===== config.mk =====
export PLATFORM = sky130hd
export DESIGN_NAME = brm_ram
export DESIGN_NICKNAME = d
export VERILOG_FILES = /design/src/sv/brm_ram.sv
export SDC_FILE = /design/constraint.sdc
export NUM_CORES = 1
export LEC_CHECK = 0
export BUFFER_PORTS_ARGS = -buffer_cell sky130_fd_sc_hd__buf_2
export CAP_MARGIN = 15
export CORE_MARGIN = 2
export CORE_UTILIZATION = 35
export CTS_CLUSTER_SIZE = 16
export DETAILED_ROUTE_END_ITERATION = 12
export GPL_TIMING_DRIVEN = 1
export SLEW_MARGIN = 25
export SYNTH_ARGS = -nofsm -noshare
export SYNTH_HDL_FRONTEND = slang
export SYNTH_SLANG_ARGS = --single-unit

===== constraint.sdc =====
create_clock -name clk -period 4.18 [get_ports clk]
set_input_delay 0.209 -clock clk [delete_from_list [all_inputs] [get_ports clk]]
set_output_delay 0.209 -clock clk [all_outputs]
set_load 0.02 [all_outputs]

===== src/sv/brm_ram.sv =====
`timescale 1ns / 1ps

module brm_ram #(
	parameter int WIDTH  = 8,
	parameter int DEPTH  = 64,
	parameter int ADDR_W = (DEPTH > 1) ? $clog2(DEPTH) : 1
) (
	input  logic              clk,
	input  logic              we,
	input  logic [ADDR_W-1:0] waddr,
	input  logic [WIDTH-1:0]  wdata,
	input  logic [ADDR_W-1:0] raddr,
	output logic [WIDTH-1:0]  rdata
);

	logic [WIDTH-1:0] mem [DEPTH];
	logic [WIDTH-1:0] rdata_q;

	// One write port, one registered read port (old data on a collision)
	always_ff @(posedge clk) begin
		if (we) begin
			mem[waddr] <= wdata;
		end
		rdata_q <= mem[raddr];
	end

	assign rdata = rdata_q;

endmodule


==> results.txt <==
result of the run - complete, no violations
final count of pins violating max slew - 0
share of synthesized flip-flops with an asynchronous set or reset - 0
Die Outline Area - 59600 um2
layout net count - 1012
total global routing track utilization - 0.156
delay of the slowest cell on the worst path - 0.55 ns
wire length of the first global-routing pass - 67100 um
count of mapped cells out of synthesis - 940
timing-limited maximum frequency - 460 MHz
post-route antenna net violation count - 0
endpoint class of the critical path - flip-flop
Top-Level Pins - 30
number of clock sinks seen by CTS - 520
initial antenna violation count - 4
average cell area after synthesis - 21.5 um2
placeable core region - 56700 um2
via count - 9499
number of buffer and inverter instances along the worst setup path - 2
top cell type's share of synthesized area - 0.762
worst endpoint data arrival time - 2.61 ns
pin count of the biggest net entering global routing - 65
clock-pin slew on the worst setup and hold paths - 0.06 ns
Cell variety after synth - 40
leading post-synthesis cells by instance count - 512 x edfxtp_1, 126 x mux4_2, 83 x nor2_1
vertical die dimension - 244 um
power density over the cells - 482 nW/um2
highest fanout seen on the critical path - 40
leakage - 7.02 nW
hold buffer count at cts - 0
cell family contributing the most delay on the critical path - buffers and inverters
violation count after the first detailed-route iteration - 1065
effective utilization at floorplan - 0.356
relative slew slack - 0.312
insertion delay of the later-clocked pin in the worst-skew pair - 0.59 ns
number of synthesized flops with an enable pin - 512
number of CTS-inserted buffers - 51
aggregate negative setup slack - 0 ns
register bit count reported by yosys - 520
most used flip-flop cell after synthesis - edfxtp_1
first-pass iteration count of the detailed router - 5
logic depth of the worst setup path including buffers - 6
ordered cell list for the critical path - clkbuf_8 -> buf_4 -> mux4_2 -> mux2_2 -> o311ai_1 -> nand2_1
hold_ws - 0.111 ns
routability-driven placement congestion ratio - 0.779
layout overhead on the synthesized area - 13.3%
leading cell type by number of instances after synthesis - edfxtp_1
number of buffers inserted by port buffering - 29
detailed-route wire length per cell - 25.6 um
Hold Fails Final Rpt - 0
clk buf depth - 3
grt ovf - 0
net count after synthesis - 962
endpoint of the lowest-slack register-to-register path - rdata[4]
cell type with the largest total area after synthesis - edfxtp_1
CTS-repair resized insts - 0
pin slew with the least headroom to its limit - 1.03 ns
number of cells on the worst reg-to-reg path - 5
horizontal die dimension - 244 um
remaining design rule violation count - 0
Worst VDD drop - 0.278 mV
dominant cells by area after synthesis - edfxtp_1 76%, mux4_2 14%, nor2_1 1.5%, mux2i_1 1.1%, dfxtp_1 0.79%
number of global-route vias before repair - 9771
worst min path class - primary input to flip-flop
setup repair after global routing missed its margin - false
row cnt - 87
Detailed Route WL - 45800 um
netlist area before placement - 20200 um2
worst setup path endpoint - rdata[7]
fraction of the yosys area taken by sequential cells - 0.770
WP data required - 4.62 ns
final setup violating endpoints - 0
final critical-path share of the clock period - 0.520
Worst Path Class, Setup - primary input to flip-flop
fraction of final layout cells with drive strength greater than 1 - 0.259
CTS H-tree lvls - 2
critical path's slowest cell - o311ai_1
final setup skew - 0.0163 ns
r2r setup slk - 2.07 ns
final instance count without filler cells - 1786
placed wire-length estimate after detailed placement - 27300 um
kind of launch point of the worst setup path - primary input
number of buffers added for setup after CTS - 0
Max Cap Viol - 0
post-layout min period - 2.17 ns
Yosys warning total - 0
number of placed instances, taps included - 1693
CTS tree - built
critical path launch point - raddr[0]
average via count per standard cell - 5.32
buffer type at the clock tree root - clkbuf_16
Crit Reg-Reg Startpoint - mem[28][4]
[power by group]
| group | internal (mW) | switching [mW] | leakage [nW] |
|---|---|---|---|
| registers | 5.77 | 0.0215 | 4.67 |
| clock network | 2.78 | 1.91 | 0.841 |
| logic | 0.197 | 0.340 | 1.50 |
| total | 8.75 | 2.27 | 7.02 |
[layer usage]
layer	share of wire	GRT usage	vias to the layer above
li1	-	-	4034
met4	0.037	0.0669	6
met2	0.48	0.246	349
met1	0.41	0.206	5005
met3	0.070	0.0367	105
met5	0.00076	0	-
[flip-flops by register name, indices dropped and copies added, names as in the netlist]
name   count
rdata      8
mem      512
[worst min-delay path: stages]
cell	delay (ns)
buf_2	0.24
nand3_1	0.12
o32ai_1	0.07
[worst min-delay path by stage]
stage              from        end  slack [ns]  depth (start not counted)
2_1_floorplan  wdata[0]  mem[0][0]        0.31                          0
3_3_place_gp   raddr[5]   rdata[4]        0.70                          3
3_5_place_dp   rdata[4]   rdata[4]        0.69                          1
4_1_cts        raddr[5]   rdata[6]        0.07                          3
5_1_grt        raddr[5]   rdata[6]        0.11                          3
6_report       raddr[5]   rdata[6]        0.11                          3
[logic make-up (layout without fill, tap and decap cells)]
family	Yosys count	after routing	synth area share
AND/OR/NAND/NOR	153	153	0.0339
multiplexers	162	162	0.159
buffers and inverters	51	140	0.0157
AO/OA/AOI/OAI	54	54	0.0207
flip-flops	520	520	0.770
other	0	1	0
[cell usage in the layout (no fill, tap or decap), types with 3 or more instances in the layout]
cell type,Yosys,routed
o2111ai_1,3,3
clkbuf_1,17,8
o221ai_1,8,8
a22oi_1,3,3
clkinv_2,0,11
nand3b_1,3,3
clkinv_1,0,6
o22ai_1,8,8
buf_2,11,22
nor2_1,83,83
nand3_1,13,13
a211oi_1,4,4
clkbuf_8,0,3
mux2_2,13,13
dfxtp_1,8,8
edfxtp_1,512,512
nand2_1,19,19
clkbuf_16,0,53
nor2b_1,14,14
a21oi_1,3,3
mux4_2,126,126
o2bb2ai_1,3,3
buf_4,13,23
bufinv_16,0,7
a221oi_1,6,6
nor3_1,7,7
nand2b_1,7,7
mux2i_1,23,23
clkinv_4,0,3
[cell type report]
class | count | area (um2)
Multi-Input combinational cell | 369 | 4320
Tap cell | 756 | 946
Clock buffer | 63 | 1380
Antenna cell | 1 | 2.50
Fill cell | 4934 | 33900
Sequential cell | 520 | 15500
Timing Repair Buffer | 48 | 337
Clock inverter | 29 | 329
[stage by stage]
step,power [mW],util,area (um2),setup WS [ns]
5_1_grt,11.3,0.403,22800,1.94
3_5_place_dp,6.45,0.373,21100,1.40
3_3_place_gp,6.44,0.372,21100,1.43
2_1_floorplan,6.21,-,20200,2.30
4_1_cts,11.1,0.403,22800,2.02
6_report,11.0,0.403,22800,2.01
No activity file was read; power rests on OpenSTA's default activity.
