===== config.mk =====
export PLATFORM = sky130hd
export DESIGN_NAME = brm_core
export DESIGN_NICKNAME = d
export VERILOG_FILES = /design/src/sv/brm_pkg.sv /design/src/sv/brm_alu.sv /design/src/sv/brm_core.sv
export SDC_FILE = /design/constraint.sdc
export NUM_CORES = 2
export LEC_CHECK = 0
export BUFFER_PORTS_ARGS = -buffer_cell sky130_fd_sc_hd__clkbuf_2
export CORE_ASPECT_RATIO = 0.7
export CORE_MARGIN = 2
export CORE_UTILIZATION = 60
export CTS_CLUSTER_SIZE = 28
export DETAILED_ROUTE_END_ITERATION = 10
export MAX_ROUTING_LAYER = met4
export PLACE_DENSITY_LB_ADDON = 0.3
export SYNTH_ARGS = -nofsm -noshare
export SYNTH_HDL_FRONTEND = slang
export SYNTH_SLANG_ARGS = --single-unit

===== constraint.sdc =====
create_clock -name clk -period 22.2 [get_ports clk]
set_clock_uncertainty 0.2 [all_clocks]
set_input_delay 3.33 -clock clk [delete_from_list [all_inputs] [get_ports clk]]
set_output_delay 3.33 -clock clk [all_outputs]
set_load 0.01 [all_outputs]

===== src/sv/brm_pkg.sv =====
`timescale 1ns / 1ps

package brm_pkg;

	// Default sizes, handed down through the top-level parameters
	localparam int PROG_DEPTH_DEF = 64;
	localparam int NUM_REGS_DEF   = 6;

	// Field widths
	localparam int DATA_W = 32;
	localparam int OPR_W  = 24;
	localparam int RIDX_W = 3;
	localparam int ADDR_W = 6;
	localparam int BOUND_W = 3;
	localparam int LEN_W  = 7;
	localparam int CFG_W  = 7;

	// Stream widths, padded to whole bytes
	localparam int IN_TDATA_W  = 104;
	localparam int OUT_TDATA_W = 72;

	typedef enum logic [1:0] {
		OP_LOAD  = 2'd0,
		OP_STEP  = 2'd1,
		OP_READ  = 2'd2,
		OP_WRITE = 2'd3
	} op_t;

	typedef enum logic [3:0] {
		OPC_ADDR = 4'd0,
		OPC_ADDI = 4'd1,
		OPC_MULR = 4'd2,
		OPC_MULI = 4'd3,
		OPC_BANR = 4'd4,
		OPC_BANI = 4'd5,
		OPC_BORR = 4'd6,
		OPC_BORI = 4'd7,
		OPC_SETR = 4'd8,
		OPC_SETI = 4'd9,
		OPC_GTIR = 4'd10,
		OPC_GTRI = 4'd11,
		OPC_GTRR = 4'd12,
		OPC_EQIR = 4'd13,
		OPC_EQRI = 4'd14,
		OPC_EQRR = 4'd15
	} opcode_t;

	typedef enum logic [1:0] {
		ST_OK      = 2'd0,
		ST_HALT    = 2'd1,
		ST_BAD_REG = 2'd2
	} status_t;

	// One program word as held in the program store
	typedef struct packed {
		logic [RIDX_W-1:0] c;
		logic [OPR_W-1:0]  b;
		logic [OPR_W-1:0]  a;
		opcode_t           opcode;
	} prog_word_t;

	// Input item, last declared field (op) in the lowest bits
	typedef struct packed {
		logic [DATA_W-1:0] write_value;
		logic [RIDX_W-1:0] reg_index;
		logic [RIDX_W-1:0] operand_c;
		logic [OPR_W-1:0]  operand_b;
		logic [OPR_W-1:0]  operand_a;
		opcode_t           opcode;
		logic [ADDR_W-1:0] address;
		op_t               op;
	} item_t;

	// Result item, last declared field (status) in the lowest bits
	typedef struct packed {
		logic [DATA_W-1:0] value;
		logic [DATA_W-1:0] next_ip;
		status_t           status;
	} result_t;

	// Operand a is a register index for this opcode
	function automatic logic uses_reg_a(opcode_t opc);
		logic r;
		unique case (opc)
			OPC_SETI, OPC_GTIR, OPC_EQIR: r = 1'b0;
			default:                      r = 1'b1;
		endcase
		return r;
	endfunction

	// Operand b is a register index for this opcode
	function automatic logic uses_reg_b(opcode_t opc);
		logic r;
		unique case (opc)
			OPC_ADDR, OPC_MULR, OPC_BANR, OPC_BORR,
			OPC_GTIR, OPC_GTRR, OPC_EQIR, OPC_EQRR: r = 1'b1;
			default:                                r = 1'b0;
		endcase
		return r;
	endfunction

endpackage


===== src/sv/brm_alu.sv =====
`timescale 1ns / 1ps

module brm_alu
	import brm_pkg::*;
(
	input  opcode_t           opcode,
	input  logic [DATA_W-1:0] va,
	input  logic [DATA_W-1:0] vb,
	output logic [DATA_W-1:0] res
);

	logic [DATA_W-1:0] sum;
	logic [DATA_W-1:0] prod;
	logic              gt;
	logic              eq;

	assign sum  = va + vb;
	assign prod = va * vb;  // low 32 bits only
	assign gt   = $signed(va) > $signed(vb);
	assign eq   = va == vb;

	// Register and immediate forms share one operation
	always_comb begin
		unique case (opcode)
			OPC_ADDR, OPC_ADDI:           res = sum;
			OPC_MULR, OPC_MULI:           res = prod;
			OPC_BANR, OPC_BANI:           res = va & vb;
			OPC_BORR, OPC_BORI:           res = va | vb;
			OPC_SETR, OPC_SETI:           res = va;
			OPC_GTIR, OPC_GTRI, OPC_GTRR: res = DATA_W'(gt);
			OPC_EQIR, OPC_EQRI, OPC_EQRR: res = DATA_W'(eq);
		endcase
	end

endmodule


===== src/sv/brm_core.sv =====
`timescale 1ns / 1ps

module brm_core
	import brm_pkg::*;
#(
	parameter int NUM_REGS   = NUM_REGS_DEF,
	parameter int PROG_DEPTH = PROG_DEPTH_DEF
) (
	input  logic               clk,
	input  logic               arst_n,
	input  logic               adv,        // item in the input register is retired
	input  item_t              item,
	input  logic [BOUND_W-1:0] bound_reg,
	input  logic [LEN_W-1:0]   prog_len,
	input  prog_word_t         word,       // program word at the current pointer
	output result_t            result,
	output logic [DATA_W-1:0]  ip_next     // pointer after this cycle, for the fetch
);

	localparam int RW = (NUM_REGS > 1) ? $clog2(NUM_REGS) : 1;
	localparam logic [OPR_W-1:0] NREG = OPR_W'(NUM_REGS);

	logic [DATA_W-1:0] reg_q [NUM_REGS];
	logic [DATA_W-1:0] ip_q;

	logic [DATA_W-1:0] eff_len;
	logic [DATA_W-1:0] len_x;
	logic              in_prog;

	logic [OPR_W-1:0]  bound_x;
	logic [OPR_W-1:0]  c_x;
	logic [OPR_W-1:0]  ri_x;
	logic [RW-1:0]     b_sel;
	logic [RW-1:0]     a_idx;
	logic [RW-1:0]     bi_idx;
	logic [RW-1:0]     c_idx;
	logic [RW-1:0]     ri_idx;
	logic              ua;
	logic              ub;
	logic              bound_ok;
	logic              opnd_ok;
	logic              ri_ok;
	logic [DATA_W-1:0] va;
	logic [DATA_W-1:0] vb;
	logic [DATA_W-1:0] alu_res;
	logic [DATA_W-1:0] ip_step;

	logic              mirror_en;
	logic              wr_en;
	logic [RW-1:0]     wr_idx;
	logic [DATA_W-1:0] wr_val;
	logic [DATA_W-1:0] ip_d;

	// Effective program length: min(program_length, PROG_DEPTH)
	assign len_x   = DATA_W'(prog_len);
	assign eff_len = (len_x < DATA_W'(PROG_DEPTH)) ? len_x : DATA_W'(PROG_DEPTH);
	assign in_prog = ip_q < eff_len;

	// Index range checks
	assign bound_x  = OPR_W'(bound_reg);
	assign c_x      = OPR_W'(word.c);
	assign ri_x     = OPR_W'(item.reg_index);
	assign b_sel    = bound_x[RW-1:0];
	assign a_idx    = word.a[RW-1:0];
	assign bi_idx   = word.b[RW-1:0];
	assign c_idx    = c_x[RW-1:0];
	assign ri_idx   = ri_x[RW-1:0];
	assign ua       = uses_reg_a(word.opcode);
	assign ub       = uses_reg_b(word.opcode);
	assign bound_ok = bound_x < NREG;
	assign ri_ok    = ri_x < NREG;
	assign opnd_ok  = (c_x < NREG) && (!ua || (word.a < NREG)) && (!ub || (word.b < NREG));

	// Operands see the pointer already mirrored into the bound register
	assign va = ua ? ((a_idx == b_sel) ? ip_q : reg_q[a_idx]) : DATA_W'(word.a);
	assign vb = ub ? ((bi_idx == b_sel) ? ip_q : reg_q[bi_idx]) : DATA_W'(word.b);

	brm_alu u_alu (
		.opcode (word.opcode),
		.va     (va),
		.vb     (vb),
		.res    (alu_res)
	);

	// New pointer is reloaded from the bound register, then incremented
	assign ip_step = ((c_idx == b_sel) ? alu_res : ip_q) + DATA_W'(1);

	// Item decode
	always_comb begin
		result.status = ST_OK;
		result.value  = '0;
		mirror_en     = 1'b0;
		wr_en         = 1'b0;
		wr_idx        = ri_idx;
		wr_val        = item.write_value;
		ip_d          = ip_q;
		unique case (item.op)
			OP_LOAD: begin
			end
			OP_READ: begin
				if (ri_ok) begin
					result.value = reg_q[ri_idx];
				end else begin
					result.status = ST_BAD_REG;
				end
			end
			OP_WRITE: begin
				if (ri_ok) begin
					wr_en        = 1'b1;
					result.value = item.write_value;
				end else begin
					result.status = ST_BAD_REG;
				end
			end
			OP_STEP: begin
				priority if (!in_prog) begin
					result.status = ST_HALT;
				end else if (!bound_ok || !opnd_ok) begin
					result.status = ST_BAD_REG;
				end else begin
					mirror_en     = 1'b1;
					wr_en         = 1'b1;
					wr_idx        = c_idx;
					wr_val        = alu_res;
					ip_d          = ip_step;
					result.value  = alu_res;
					result.status = (ip_step < eff_len) ? ST_OK : ST_HALT;
				end
			end
		endcase
		result.next_ip = ip_d;
	end

	assign ip_next = adv ? ip_d : ip_q;

	// Register file and pointer; the destination write wins over the mirror
	always_ff @(posedge clk or negedge arst_n) begin
		if (!arst_n) begin
			for (int i = 0; i < NUM_REGS; i++) begin
				reg_q[i] <= '0;
			end
			ip_q <= '0;
		end else if (adv) begin
			for (int i = 0; i < NUM_REGS; i++) begin
				if (mirror_en && (b_sel == RW'(i))) begin
					reg_q[i] <= ip_q;
				end
				if (wr_en && (wr_idx == RW'(i))) begin
					reg_q[i] <= wr_val;
				end
			end
			ip_q <= ip_d;
		end
	end

endmodule


==> flow_summary.json <==
{
  "status": "finished, final reports clean",
  "cts_buffers": 22,
  "synth_cell_types": 113,
  "final.setup.tns_ns": 0,
  "synth-seq-cells": 224,
  "final_nets": 5613,
  "port-buffer-count": 202,
  "synth_compound_area_share_pct": 17.79,
  "totalWireLength_mm": 188.4,
  "setup_viol": 0,
  "muxShareOfSynthArea_pct": 9.885,
  "cts_resized": 0,
  "synth_warnings": 0,
  "cts_setup_buffers": 0,
  "drv_cap": 0,
  "path_class": "in -> out",
  "firstDrtPassIters": 10,
  "htreeDepth": 1,
  "core_sq_um": 64510,
  "dpl_cell_area_sq_um": 40900,
  "cp-startpoint": "word[2]",
  "crit_path_end_kind": "primary output",
  "fillers": 5505,
  "syn_area_sq_um": 38980,
  "yosys-top-cells-area": "fa_1, dfrtp_1, ha_1",
  "cp_slowest_cell": "a32oi_2",
  "grt_pass1_wl_mm": 267.9,
  "area_growth_pct": 6.756,
  "finalCriticalPeriod_ns": 20.26,
  "ioPinCount": 264,
  "initial_core_util_pct": 60.43,
  "yosysTopAreaCellShare_pct": 21.00,
  "hold_class": "reg -> reg",
  "layout-drive-gt1-share_pct": 12.58,
  "die_x_microns": 308.7,
  "first_global_vias": 38042,
  "synth_area_leader_cell": "fa_1",
  "slew_violations": 0,
  "top_usage_layer": "met1",
  "grt_max_degree": 85,
  "max_freq_mhz": 49.36,
  "final_cell_area_sq_um": 41620,
  "gr-usage-all-layers_pct": 57.49,
  "route.detailed.drc": 0,
  "ant_nets": 0,
  "synth-seq-area-share_pct": 14.38,
  "synthesis.nets": 5562,
  "finalHoldViolCount": 0,
  "leakage_nw": 19.88,
  "async_flop_share_pct": 100.0,
  "cts_buffer_depth": 3,
  "critical_path_required_ns": 18.67,
  "num_vias": 40498,
  "rsz0062_at_grt": "no",
  "use_met3_pct": 35.38,
  "p_per_area_nw_per_um2": 142.2,
  "synth_simple_gate_area_share_pct": 17.47,
  "tightest_slew_ns": 1.351,
  "cts_hold_buf": 0,
  "synth-xor-area-share_pct": 2.811,
  "wire_per_inst_microns": 33.03,
  "vias_per_cell": 7.100,
  "fp.dieArea_sq_um": 67060,
  "synth_edf_count": 0,
  "total_power_mw": 5.916,
  "fin_crit_sh_pct": 91.25,
  "gr-total-overflow": 0,
  "arrival_ns": 16.73,
  "worstPathMaxFanout": 29,
  "cts_tree": "built",
  "dieHeight_microns": 217.3,
  "netlist_instances": 4755,
  "cts.sinks": 224,
  "critPathMostFrequentCell": "fa_1",
  "synth-main-ff-cell": "dfrtp_1",
  "cts.reportedPaths.clkPinSlew_ns": 0.06,
  "synthAdderAreaFrac_pct": 28.45,
  "grtUsageMet1_pct": 76.68,
  "hp-start": "reg_q[115]$_DFFE_PN0P_",
  "reg2reg_from": "reg_q[68]$_DFFE_PN0P_",
  "antenna_found_initial": 5,
  "gp_congestion": 1.128,
  "rows": 78,
  "clkLatencyLatePin_ns": 0.56,
  "synth_top_family_by_area": "adder cells",
  "synth_area_per_cell_sq_um": 8.199,
  "critPathLaunchType": "input port",
  "cts_root_buf": "clkbuf_16",
  "maxSlewHeadroom_pct": 9.157,
  "peakVddDrop_uv": 252.2,
  "cp_slowest_stage_delay_ns": 0.86,
  "drt-initial-drc-count": 7606,
  "grtUsageMet2_pct": 68.26,
  "dpl.hpwl_mm": 143.2
}
==> sequential cells by signal (all words and copies together) (netlist names) <==
signal	count
ip_q	32
reg_q	192
==> stage by stage <==
step	setup WS (ns)	util (%)	hold slack (ns)	instances
floorplan	5.377	-	0.2666	4755
global placement	2.832	63.41	0.2851	5662
detailed placement	2.680	63.41	0.2908	5662
CTS	2.643	64.49	0.3043	5698
global route	1.905	64.50	0.3481	5699
finish	1.942	64.52	0.3099	5704
==> cell type report <==
cell class	instances	area, sq um	share of cell area, %
multi-input cells	3648	29950	71.96
flip-flops and latches	224	5605	13.47
repair buffers	352	2155	5.177
inverters	558	2095	5.033
well taps	880	1101	2.646
clock buffers	30	631.9	1.518
clock inverters	6	68.82	0.1653
diodes	6	15.01	0.03608
==> cells in the final DEF, fill, tap and decap left out, types with 41 or more instances in the layout <==
cell	netlist	layout
clkbuf_2	0	197
a21o_1	59	59
a211oi_1	47	47
a21oi_1	218	216
nor2_1	498	497
nand3_1	55	54
fa_1	409	409
o211ai_1	41	41
buf_4	14	153
mux4_2	62	62
nor3_1	61	58
o21ai_0	283	281
mux2_2	62	62
dfrtp_1	224	224
nand2_1	671	669
o31ai_1	70	70
nor4_1	42	42
mux2i_1	173	173
xnor2_1	76	76
ha_1	232	232
inv_1	542	542
==> per-layer routing <==
layer	part of all wire [%]	wire [microns]	up-vias
met4	5.6	10630	0
li1	-	-	16239
met1	38	71610	19579
met5	0	0	-
met3	21	39270	761
met2	36	66880	3919
==> cells in the mapped netlist, drive strengths merged, types with 26 or more instances <==
cell type    n
a211oi      49
a21o        59
a21oi      220
a221oi      30
a22oi       32
a31o        26
buf        101
clkbuf     224
dfrtp      224
fa         409
ha         232
inv        543
mux2        62
mux2i      175
mux4        62
nand2      672
nand3       57
nand4       30
nor2       500
nor3        63
nor4        43
o211ai      41
o21ai      292
o22ai       45
o31ai       73
or3         28
xnor2       77
==> logic make-up after synthesis <==
group                    count (synthesis)
AND/OR/NAND/NOR                       1547
AO/OA/AOI/OAI                         1052
buffers and inverters                  883
adder cells (fa/ha/maj)                641
multiplexers                           299
flip-flops                             224
XOR/XNOR                               109
==> report_power, final <==
group          switching [mW]  internal [mW]
Clock                   0.187          0.212
Sequential             0.0504          0.449
Combinational            3.21           1.81
Total                    3.45           2.47
==> worst max-delay path, delay by kind of cell <==
kind            cells  cell delay, ns
fa+ha+maj          10            4.36
xor+xnor            2            0.54
compound gates      8            3.03
simple gates        7            3.30
buf+inv             9            2.06
==> path summary, 6_finish.rpt <==
kind / to / slack [ns] / cells after the start
worst min register to register: reg_q[115]$_DFFE_PN0P_ / 0.31 / 2
min in group asynchronous: reg_q[103]$_DFFE_PN0P_ / 2.54 / 1
worst max-delay path: result[0] / 1.94 / 36
worst min-delay path: reg_q[115]$_DFFE_PN0P_ / 0.31 / 2
worst max register to register: ip_q[27]$_DFF_PN0_ / 9.74 / 33
max in group asynchronous: reg_q[175]$_DFFE_PN0P_ / 16.78 / 3
No activity file was read; power rests on OpenSTA's default activity.
